$ cat config.mk
export PLATFORM = sky130hd
export DESIGN_NAME = eer_tick_unit
export DESIGN_NICKNAME = d
export VERILOG_FILES = /design/src/eer_pkg.sv /design/src/eer_tick_unit.sv
export SDC_FILE = /design/constraint.sdc
export NUM_CORES = 1
export LEC_CHECK = 0
export BUFFER_PORTS_ARGS = -buffer_cell sky130_fd_sc_hd__buf_4
export CAP_MARGIN = 15
export CORE_MARGIN = 2
export CORE_UTILIZATION = 35
export DETAILED_ROUTE_END_ITERATION = 12
export PLACE_DENSITY = 0.7
export SKIP_LAST_GASP = 1
export SLEW_MARGIN = 20
export SYNTH_ARGS = -nofsm -noshare
export SYNTH_HDL_FRONTEND = slang
export SYNTH_SLANG_ARGS = --single-unit
$ cat constraint.sdc
create_clock -name vclk -period 4.8
set_clock_uncertainty 0.15 [all_clocks]
set_input_delay 0.48 -clock vclk [all_inputs]
set_output_delay 0.48 -clock vclk [all_outputs]
set_load 0.03 [all_outputs]
$ cat src/eer_pkg.sv
// Package for the expiring entry ring: sizes, item structs, codes and state type.
// Depends on nothing; every other file but assert_macros.svh imports it.
package eer_pkg;

	localparam int RING_DEPTH = 64;
	localparam int SLOT_W     = (RING_DEPTH > 1) ? $clog2(RING_DEPTH) : 1;
	localparam int CNT_W      = $clog2(RING_DEPTH + 1);
	localparam int TICK_W     = 48;
	localparam int WORD_W     = 32;

	localparam logic [TICK_W-1:0] TICK_MAX = '1;

	localparam logic ACT_PUSH   = 1'b0;
	localparam logic ACT_REPLAY = 1'b1;

	typedef struct packed {
		logic              action;
		logic [1:0]        shape_kind;
		logic              coord_space;
		logic [WORD_W-1:0] color;
		logic [WORD_W-1:0] duration;
		logic [TICK_W-1:0] current_tick;
		logic [WORD_W-1:0] param_a;
		logic [WORD_W-1:0] param_b;
		logic [WORD_W-1:0] param_c;
		logic [WORD_W-1:0] param_d;
		logic [WORD_W-1:0] param_e;
	} cmd_t;

	typedef struct packed {
		logic              any_live;
		logic [1:0]        out_kind;
		logic              out_space;
		logic [WORD_W-1:0] out_color;
		logic [WORD_W-1:0] out_a;
		logic [WORD_W-1:0] out_b;
		logic [WORD_W-1:0] out_c;
		logic [WORD_W-1:0] out_d;
		logic [WORD_W-1:0] out_e;
		logic              last;
	} res_t;

	typedef struct packed {
		logic [1:0]        kind;
		logic              space;
		logic [WORD_W-1:0] color;
		logic [WORD_W-1:0] a;
		logic [WORD_W-1:0] b;
		logic [WORD_W-1:0] c;
		logic [WORD_W-1:0] d;
		logic [WORD_W-1:0] e;
	} rec_t;

	typedef struct packed {
		logic [TICK_W-1:0] expiry;
		rec_t              rec;
	} entry_t;

	typedef enum logic {
		TOP_ADD_SAT,
		TOP_GT
	} tick_op_t;

	typedef struct packed {
		logic [TICK_W-1:0] value;
		logic              flag;
	} tick_res_t;

	typedef enum logic [2:0] {
		ST_IDLE,
		ST_PUSH,
		ST_WALK,
		ST_DRAIN,
		ST_FINAL
	} state_t;

endpackage

$ cat src/eer_tick_unit.sv
// Shared tick arithmetic: one 49-bit adder serves the saturating expiry stamp
// and the expiry-versus-now compare. Depends on eer_pkg.
module eer_tick_unit (
	input  eer_pkg::tick_op_t            op,
	input  logic [eer_pkg::TICK_W-1:0]   a,
	input  logic [eer_pkg::TICK_W-1:0]   b,
	output eer_pkg::tick_res_t           res
);
	import eer_pkg::*;

	logic [TICK_W:0] x;
	logic [TICK_W:0] y;
	logic [TICK_W:0] sum;
	logic            cin;

	// Add: a + b, carry out means saturate. Compare: b - a, borrow means a > b.
	always_comb begin
		case (op)
			TOP_GT: begin
				x   = {1'b0, b};
				y   = ~{1'b0, a};
				cin = 1'b1;
			end
			default: begin
				x   = {1'b0, a};
				y   = {1'b0, b};
				cin = 1'b0;
			end
		endcase
		sum = x + y + {{TICK_W{1'b0}}, cin};
		res.flag  = sum[TICK_W];
		res.value = ((op == TOP_ADD_SAT) && sum[TICK_W]) ? TICK_MAX : sum[TICK_W-1:0];
	end

endmodule

==> results.toml, run 1 <==
[outcome]
outcome = "finished, final reports clean"

[die]
coreArea_um2 = 12600
initial_core_utilization_pct = 35.7
rows = 41
die_width_um = 117
die-area_um2 = 13700
boundaryPins = 146
floorplan.die.height_um = 117

[synthesis]
synth.avg_cell_area_um2 = 6.74
synth_cell_type_count = 74
synthesis.instances = 666
mappedNetlistNets = 812
synthSimpleGateAreaFrac_pct = 29.0
yosys.area_share.adder_pct = 13.8
synth_compound_area_share_pct = 32.9
mappedNetlistArea_um2 = 4490
share_of_synthesized_area_spent_on_multiplexers_pct = 14.5
yosys.area.top_type = "sky130_fd_sc_hd__ha_1"
synth_warnings = 0
main_combinational_cell_family_by_area_after_synthesis = "compound AO/OA/AOI/OAI gates"
synth_largest_type_area_fraction_pct = 13.4
fraction_of_synthesized_cell_area_in_xor_and_xnor_cells_pct = 5.66
synth.area.top_cells = "sky130_fd_sc_hd__ha_1, sky130_fd_sc_hd__mux2_2, sky130_fd_sc_hd__a21oi_1"
yosysSeqAreaShare_pct = 0

[sta]
timing.final.crit_period_ns = 4.63
hold_violations = 0
finalSetupViolCount = 0
max-slew-margin-rel_pct = 59.4
postLayoutSetupSlackWorst_ns = 0.174
max_freq_mhz = 216
min_period_over_period_pct = 96.4
maxSlewViolCount = 0
max_slew.worst_pin.slew_ns = 0.604

[hold_path]
whs_endpoint = "res[1]"
hold_path_depth = 4
hp-start = "b[0]"
hp-class = "input port to output pin"

[global_route]
track_usage_pct = 19.9
number_of_global_route_vias_before_repair = 4856
grt_start_max_net_pins = 50
globalRoute.totalOverflow = 0
grt_pass1_wl_um = 22800
initial_antenna_violation_count = 0

[cells_and_area]
mostFrequentLayoutCells = "sky130_fd_sc_hd__buf_4, sky130_fd_sc_hd__a21oi_1, sky130_fd_sc_hd__nor2_1"
final_layout_size_suffix_gt1_share_pct = 35.7
register_area_um2 = 0
numSequentialCells = 0
final.clkbuf_count = 0
fin_nets = 990
area.growth.synth_to_final_pct = 41.7
mostFrequentLayoutCell = "sky130_fd_sc_hd__buf_4"
antenna_cells_inserted = 0

[placed_design]
pre_cts_slack_ns = 0.0157
dp.final_hpwl_um = 12500
gp_routability_congestion = 0.932
port-buffer-count = 146

[power_and_ir_drop]
irDropWorstVdd_v = 0.000154
post-layout-total-power_uw = 1590
areal_power_density_over_the_cells_nw_per_um2 = 250
p_leak_uw = 0.00282

[worst_setup_path]
timing.critical_path.required_ns = 4.17
peak_fanout_along_the_critical_path = 11
cp.arrival_ns = 4.00
timing_worst_setup_path_type = "input port to output pin"
setup.worst_path.start_class = "input port"
endpoint_kind = "output pin"

[routing]
detailedRoute.firstPassIterationCount = 5
drt_iter0_drc = 307
average_routed_wire_per_standard_cell_um = 14.9
num_vias = 5505
detail_route.wirelength_um = 15100
vias_per_cell = 5.43
drc = 0
detail-route-antenna-nets = 0

[clock_network]
hold_buffers = 0

[run]
maxCapViolations = 0
## cell usage after synthesis (11+ instances only)
master and instances:
sky130_fd_sc_hd__mux2_2 47, sky130_fd_sc_hd__xor2_1 12, sky130_fd_sc_hd__nand4_1 14, sky130_fd_sc_hd__nor2_1 87, sky130_fd_sc_hd__a21o_1 20, sky130_fd_sc_hd__o21ai_0 21
sky130_fd_sc_hd__nand2b_1 28, sky130_fd_sc_hd__xnor2_1 17, sky130_fd_sc_hd__nor2b_1 11, sky130_fd_sc_hd__nand2_1 51, sky130_fd_sc_hd__o21ai_1 15, sky130_fd_sc_hd__clkbuf_1 27
sky130_fd_sc_hd__mux2i_1 12, sky130_fd_sc_hd__nand3_1 14, sky130_fd_sc_hd__a21oi_1 104, sky130_fd_sc_hd__ha_1 48
## logic make-up after synthesis
group / after synthesis
mux: 59
compound gates: 226
fa+ha+maj: 49
xor+xnor: 29
buf+inv: 46
simple gates: 257
## critical path, cell delays in order
cell                       delay [ns]
sky130_fd_sc_hd__buf_12          0.14
sky130_fd_sc_hd__mux2_2          0.38
sky130_fd_sc_hd__fa_2            0.40
sky130_fd_sc_hd__a211oi_2        0.26
sky130_fd_sc_hd__o211ai_1        0.17
sky130_fd_sc_hd__a32oi_2         0.33
sky130_fd_sc_hd__a31oi_4         0.16
sky130_fd_sc_hd__nor2_4          0.17
sky130_fd_sc_hd__o31ai_4         0.09
sky130_fd_sc_hd__a221o_1         0.33
sky130_fd_sc_hd__ha_4            0.19
sky130_fd_sc_hd__or4_1           0.49
sky130_fd_sc_hd__mux2i_1         0.14
sky130_fd_sc_hd__nor2_1          0.08
sky130_fd_sc_hd__buf_4           0.18
## routing by layer
metal  vias up  track usage [%]  share of wire [%]
met1      2474             27.4                 45
met4         0             2.82                1.7
met3        18            0.669                5.8
met2       176             35.4                 48
met5         -                0                  0
li1       2837                -                  -
## cell type report
type                            instances  area [um^2]
Fill cell                            1294         6210
Multi-Input combinational cell        620         4400
Timing Repair Buffer                  213         1710
Tap cell                              172          215
Inverter                                9         33.8
## what timing repair did
action	4_1_cts	5_1_grt
buffers inserted	0	1
endpoints found under the setup margin	0	14
resized for setup	0	13
## worst max-delay path by stage
stage | start | to | slack [ns] | cells after the start
after floorplan | op | res[45] | -0.06 | 16
after global placement | op | res[36] | 0.08 | 15
after detailed placement | op | res[44] | 0.02 | 17
after CTS | op | res[44] | 0.0004 | 17
after global routing | op | res[36] | -0.002 | 16
final | op | res[36] | 0.17 | 15
## power breakdown
group          internal, uW  total (uW)  switching, uW  leakage [uW]
clock                     0           0              0             0
combinational           676        1590            913       0.00282
sequential                0           0              0             0
total                   676        1590            913       0.00282
## stage by stage
step / hold WS [ns] / setup TNS, ns / area [um^2] / cells / util, %
4_1_cts: 1.23 / 0 / 6180 / 1009 / 49.1
2_1_floorplan: 1.08 / -0.0625 / 4540 / 666 / -
6_report: 1.23 / 0 / 6360 / 1014 / 50.6
5_1_grt: 1.28 / -0.00211 / 6360 / 1014 / 50.6
3_5_place_dp: 1.23 / 0 / 6180 / 1009 / 49.1
3_3_place_gp: 1.22 / 0 / 6180 / 1009 / 49.1
Power figures use the tool's default switching activity.
==> inputs of run 2 (changes only) <==
--- a/config.mk
+++ b/config.mk
@@ -5,12 +5,13 @@
 export SDC_FILE = /design/constraint.sdc
 export NUM_CORES = 1
 export LEC_CHECK = 0
-export BUFFER_PORTS_ARGS = -buffer_cell sky130_fd_sc_hd__buf_4
 export CAP_MARGIN = 15
 export CORE_MARGIN = 2
 export CORE_UTILIZATION = 35
 export DETAILED_ROUTE_END_ITERATION = 12
-export PLACE_DENSITY = 0.7
+export DONT_BUFFER_PORTS = 1
+export GPL_ROUTABILITY_DRIVEN = 1
+export PLACE_DENSITY = 0.6
 export SKIP_LAST_GASP = 1
 export SLEW_MARGIN = 20
 export SYNTH_ARGS = -nofsm -noshare
==> results.toml, run 2 (synthesized netlist as in run 1, its figures left out) <==
[outcome]
outcome = "finished, final reports clean"

[power_and_ir_drop]
irDropWorstVdd_v = 0.000143
p_leak_uw = 0.00187
areal_power_density_over_the_cells_nw_per_um2 = 265

[cells_and_area]
fin_nets = 802
mostFrequentLayoutCells = "sky130_fd_sc_hd__a21oi_1, sky130_fd_sc_hd__nor2_1, sky130_fd_sc_hd__nand2_1"
final_layout_size_suffix_gt1_share_pct = 16.7
antenna_cells_inserted = 0
final.fill_count = 1381
final_cells = 826
final.clkbuf_count = 0
numSequentialCells = 0
mostFrequentLayoutCell = "sky130_fd_sc_hd__a21oi_1"
register_area_um2 = 0
post-route-util_pct = 38.2
area.growth.synth_to_final_pct = 7.05

[placed_design]
dp.final_hpwl_um = 11900
port-buffer-count = 0
gp_routability_congestion = 0.900
numPlacedInstances = 826
pre_cts_slack_ns = 0.191

[die]
boundaryPins = 146
die_width_um = 117
die-area_um2 = 13700
initial_core_utilization_pct = 35.7
rows = 41
coreArea_um2 = 12600
floorplan.die.height_um = 117

[global_route]
globalRoute.totalOverflow = 0
initial_antenna_violation_count = 0
grt_pass1_wl_um = 21900
grt_start_max_net_pins = 142
number_of_global_route_vias_before_repair = 4630
track_usage_pct = 19.3

[worst_setup_path]
worst_path_largest_cell_delay_ns = 0.50
critical_path.top_delay_family = "compound AO/OA/AOI/OAI gates"
cp.arrival_ns = 3.96
path_buf_inv = 1
cp-startpoint = "op"
timing_worst_setup_path_type = "input port to output pin"
timing.critical_path.required_ns = 4.17
setup.worst_path.start_class = "input port"
critical-path-slowest-cell = "sky130_fd_sc_hd__or4_1"
peak_fanout_along_the_critical_path = 141
endpoint_kind = "output pin"
cell_breakdown_of_the_critical_path = "mux2_2 -> fa_1 -> a211oi_2 -> o211ai_1 -> a32oi_2 -> a31oi_4 -> nor2_2 -> o31ai_4 -> a221o_1 -> ha_4 -> or4_1 -> mux2i_1 -> nor2_1 -> buf_4"

[sta]
max_slew.worst_pin.slew_ns = 0.667
maxSlewViolCount = 0
postLayoutSetupSlackWorst_ns = 0.205
hold_violations = 0
max_freq_mhz = 218
fin_tns_setup_ns = 0
min_period_over_period_pct = 95.7
timing.final.crit_period_ns = 4.59
finalSetupViolCount = 0
max-slew-margin-rel_pct = 55.4
grt_setup_unrepaired = "false"

[routing]
detailedRoute.firstPassIterationCount = 6
vias_per_cell = 5.89
num_vias = 4867
drc = 0
detail-route-antenna-nets = 0
average_routed_wire_per_standard_cell_um = 17.1
drt_iter0_drc = 270
detail_route.wirelength_um = 14100

[clock_network]
postCtsSetupRepairBufs = 0

[hold_path]
whs_endpoint = "res[1]"
hp-start = "b[0]"
hold_path_depth = 2
hp-class = "input port to output pin"

[run]
maxCapViolations = 0
==> run 2: cell types whose count changed in the layout (fill, tap and decap cells not counted), sizes merged <==
cell / previous run / this run
clkbuf: 4 / 0
buf: 209 / 25
==> run 2: layout make-up <==
cell class | instances | area [um^2] | area share, %
Tap cell | 172 | 215 | 4.48
Inverter | 9 | 33.8 | 0.703
Timing Repair Buffer | 25 | 200 | 4.17
Multi-Input combinational cell | 620 | 4360 | 90.7
==> run 2: how the worst max path moves through the flow <==
stage	to	slack, ns	depth (start not counted)
finish	res[36]	0.21	14
global route	res[26]	0.06	14
CTS	res[26]	0.16	14
detailed placement	res[26]	0.19	14
global placement	res[36]	0.26	14
floorplan	res[45]	-0.06	16
==> run 2: metal layers <==
layer	routed length, um	vias to the layer above	GRT usage (%)
met1	6210	2260	24.8
met5	0	-	0
met2	7000	141	36.6
met4	146	0	1.65
li1	-	2451	-
met3	784	15	1.29
==> run 2: power by group <==
group / switching (uW) / internal (uW)
Combinational: 840 / 435
Sequential: 0 / 0
Clock: 0 / 0
Total: 840 / 435
==> run 2: through the flow <==
| stage | instance area (um^2) | hold slack [ns] | total power, uW |
|---|---|---|---|
| CTS | 4790 | 1.09 | 1270 |
| global route | 4810 | 1.10 | 1380 |
| floorplan | 4540 | 1.08 | 1020 |
| global placement | 4790 | 1.09 | 1260 |
| finish | 4810 | 1.09 | 1270 |
| detailed placement | 4790 | 1.09 | 1260 |
==> run 2: timing repair <==
item	4_1_cts	5_1_grt
gates resized for setup	0	3
hold buffers	0	0
endpoints found under the setup margin	0	1
==> inputs of run 3 (changes only) <==
--- a/config.mk
+++ b/config.mk
@@ -11,7 +11,7 @@
 export DETAILED_ROUTE_END_ITERATION = 12
 export DONT_BUFFER_PORTS = 1
 export GPL_ROUTABILITY_DRIVEN = 1
-export PLACE_DENSITY = 0.6
+export PLACE_DENSITY = 0.58
 export SKIP_LAST_GASP = 1
 export SLEW_MARGIN = 20
 export SYNTH_ARGS = -nofsm -noshare
==> constraint.sdc (replaced) <==
create_clock -name vclk -period 4.4
set_clock_uncertainty 0.15 [all_clocks]
set_input_delay 0.44 -clock vclk [all_inputs]
set_output_delay 0.44 -clock vclk [all_outputs]
set_load 0.03 [all_outputs]
==> results.toml, run 3 (synthesized netlist as in run 1, its figures left out) <==
[worst_setup_path]
path_buf_inv = 1
cp-startpoint = "op"
timing_worst_setup_path_type = "input port to output pin"
cell_breakdown_of_the_critical_path = "mux2_4 -> fa_2 -> a211oi_2 -> o211ai_1 -> a32oi_2 -> a31oi_4 -> nor2_4 -> o31ai_4 -> a221o_1 -> ha_4 -> or4_1 -> mux2i_1 -> nor2_2 -> buf_6"
cp.arrival_ns = 3.66
worst_path_largest_cell_delay_ns = 0.50
timing.critical_path.required_ns = 3.81
setup.worst_path.start_class = "input port"
critical_path.top_delay_family = "compound AO/OA/AOI/OAI gates"
peak_fanout_along_the_critical_path = 141
endpoint_kind = "output pin"
critical-path-slowest-cell = "sky130_fd_sc_hd__or4_1"

[die]
boundaryPins = 146
floorplan.die.height_um = 117
die-area_um2 = 13700
initial_core_utilization_pct = 35.7
rows = 41
coreArea_um2 = 12600
die_width_um = 117

[sta]
maxSlewViolCount = 0
max-slew-margin-rel_pct = 69.9
finalSetupViolCount = 0
max_slew.worst_pin.slew_ns = 0.452
grt_setup_unrepaired = "false"
max_freq_mhz = 235
min_period_over_period_pct = 96.6
timing.final.crit_period_ns = 4.25
hold_violations = 0

[power_and_ir_drop]
areal_power_density_over_the_cells_nw_per_um2 = 304
irDropWorstVdd_v = 0.000165
p_sw_uw = 981
p_comb_share_pct = 100.0
p_leak_uw = 0.00216
post-layout-total-power_uw = 1680
cell_internal_pwr_uw = 699
clock_power_share_pct = 0
seq_power_share_pct = 0
power.share.switching_pct = 58.4

[placed_design]
detailed_place.area_um2 = 5420
port-buffer-count = 0
gp_routability_congestion = 0.888
dp.final_hpwl_um = 12200

[cells_and_area]
register_area_um2 = 0
design_area_um2 = 5530
final_layout_size_suffix_gt1_share_pct = 25.6
mostFrequentLayoutCells = "sky130_fd_sc_hd__a21oi_1, sky130_fd_sc_hd__nor2_1, sky130_fd_sc_hd__buf_4"
antenna_cells_inserted = 0
mostFrequentLayoutCell = "sky130_fd_sc_hd__a21oi_1"
final.clkbuf_count = 0
numSequentialCells = 0
fin_nets = 847
area.growth.synth_to_final_pct = 23.2

[run]
maxCapViolations = 0

[routing]
drt_iter0_drc = 218
detail_route.wirelength_um = 14500
num_vias = 5011
average_routed_wire_per_standard_cell_um = 16.6
detailedRoute.firstPassIterationCount = 4
vias_per_cell = 5.75
drc = 0
detail-route-antenna-nets = 0

[global_route]
initial_antenna_violation_count = 0
globalRoute.totalOverflow = 0
track_usage_pct = 19.9
grt_start_max_net_pins = 142
number_of_global_route_vias_before_repair = 4789
grt_pass1_wl_um = 22700

[hold_path]
hp-class = "input port to output pin"
hp-start = "b[0]"

[outcome]
outcome = "finished, final reports clean"

[clock_network]
hold_buffers = 0
## run 3: cell types whose count changed in the layout (fill, tap and decap cells not counted), sizes merged
cell  previous run  this run
buf             25        70
## run 3: area by class of cell
cell class / instances / area (um^2)
Timing Repair Buffer: 70 / 611
Fill cell: 1309 / 7040
Inverter: 9 / 33.8
Multi-Input combinational cell: 620 / 4670
Tap cell: 172 / 215
## run 3: timing repair
item	in CTS	in global routing
setup endpoints to repair	0	16
resized for setup	0	18
setup buffers	0	2
endpoints found under the hold margin	0	0
## run 3: through the flow
| step | utilization (%) | setup TNS [ns] | hold WS [ns] | setup WS [ns] | cells |
|---|---|---|---|---|---|
| 2_1_floorplan | - | -0.0137 | 1.00 | -0.0137 | 666 |
| 3_3_place_gp | 43.1 | 0 | 1.01 | 0.0642 | 869 |
| 3_5_place_dp | 43.1 | 0 | 1.01 | 0.0158 | 869 |
| 4_1_cts | 43.1 | 0 | 1.01 | 0.00371 | 869 |
| 5_1_grt | 44.0 | 0 | 1.03 | 0.00317 | 871 |
| 6_report | 44.0 | 0 | 1.01 | 0.149 | 871 |
## run 3: path summary, 6_finish.rpt
kind / end / depth (start not counted)
setup / recovery: res[36] / 14
hold / removal: res[1] / 2
## run 3: metal layers
metal,GRT usage [%],wire [um],part of all wire (%),vias up
met3,0.927,676,4.7,12
met5,0,0,0,-
met2,37.5,7090,49,139
met4,2.04,158,1.1,0
met1,25.7,6540,45,2311
li1,-,-,-,2549
## run 3: power by group through the flow
| stage | Sequential, uW | Combinational (uW) | Clock (uW) |
|---|---|---|---|
| after detailed placement | 0 | 1640 | 0 |
| after floorplan | 0 | 1200 | 0 |
| after global routing | 0 | 1810 | 0 |
| after CTS | 0 | 1650 | 0 |
| after global placement | 0 | 1630 | 0 |
| final | 0 | 1680 | 0 |
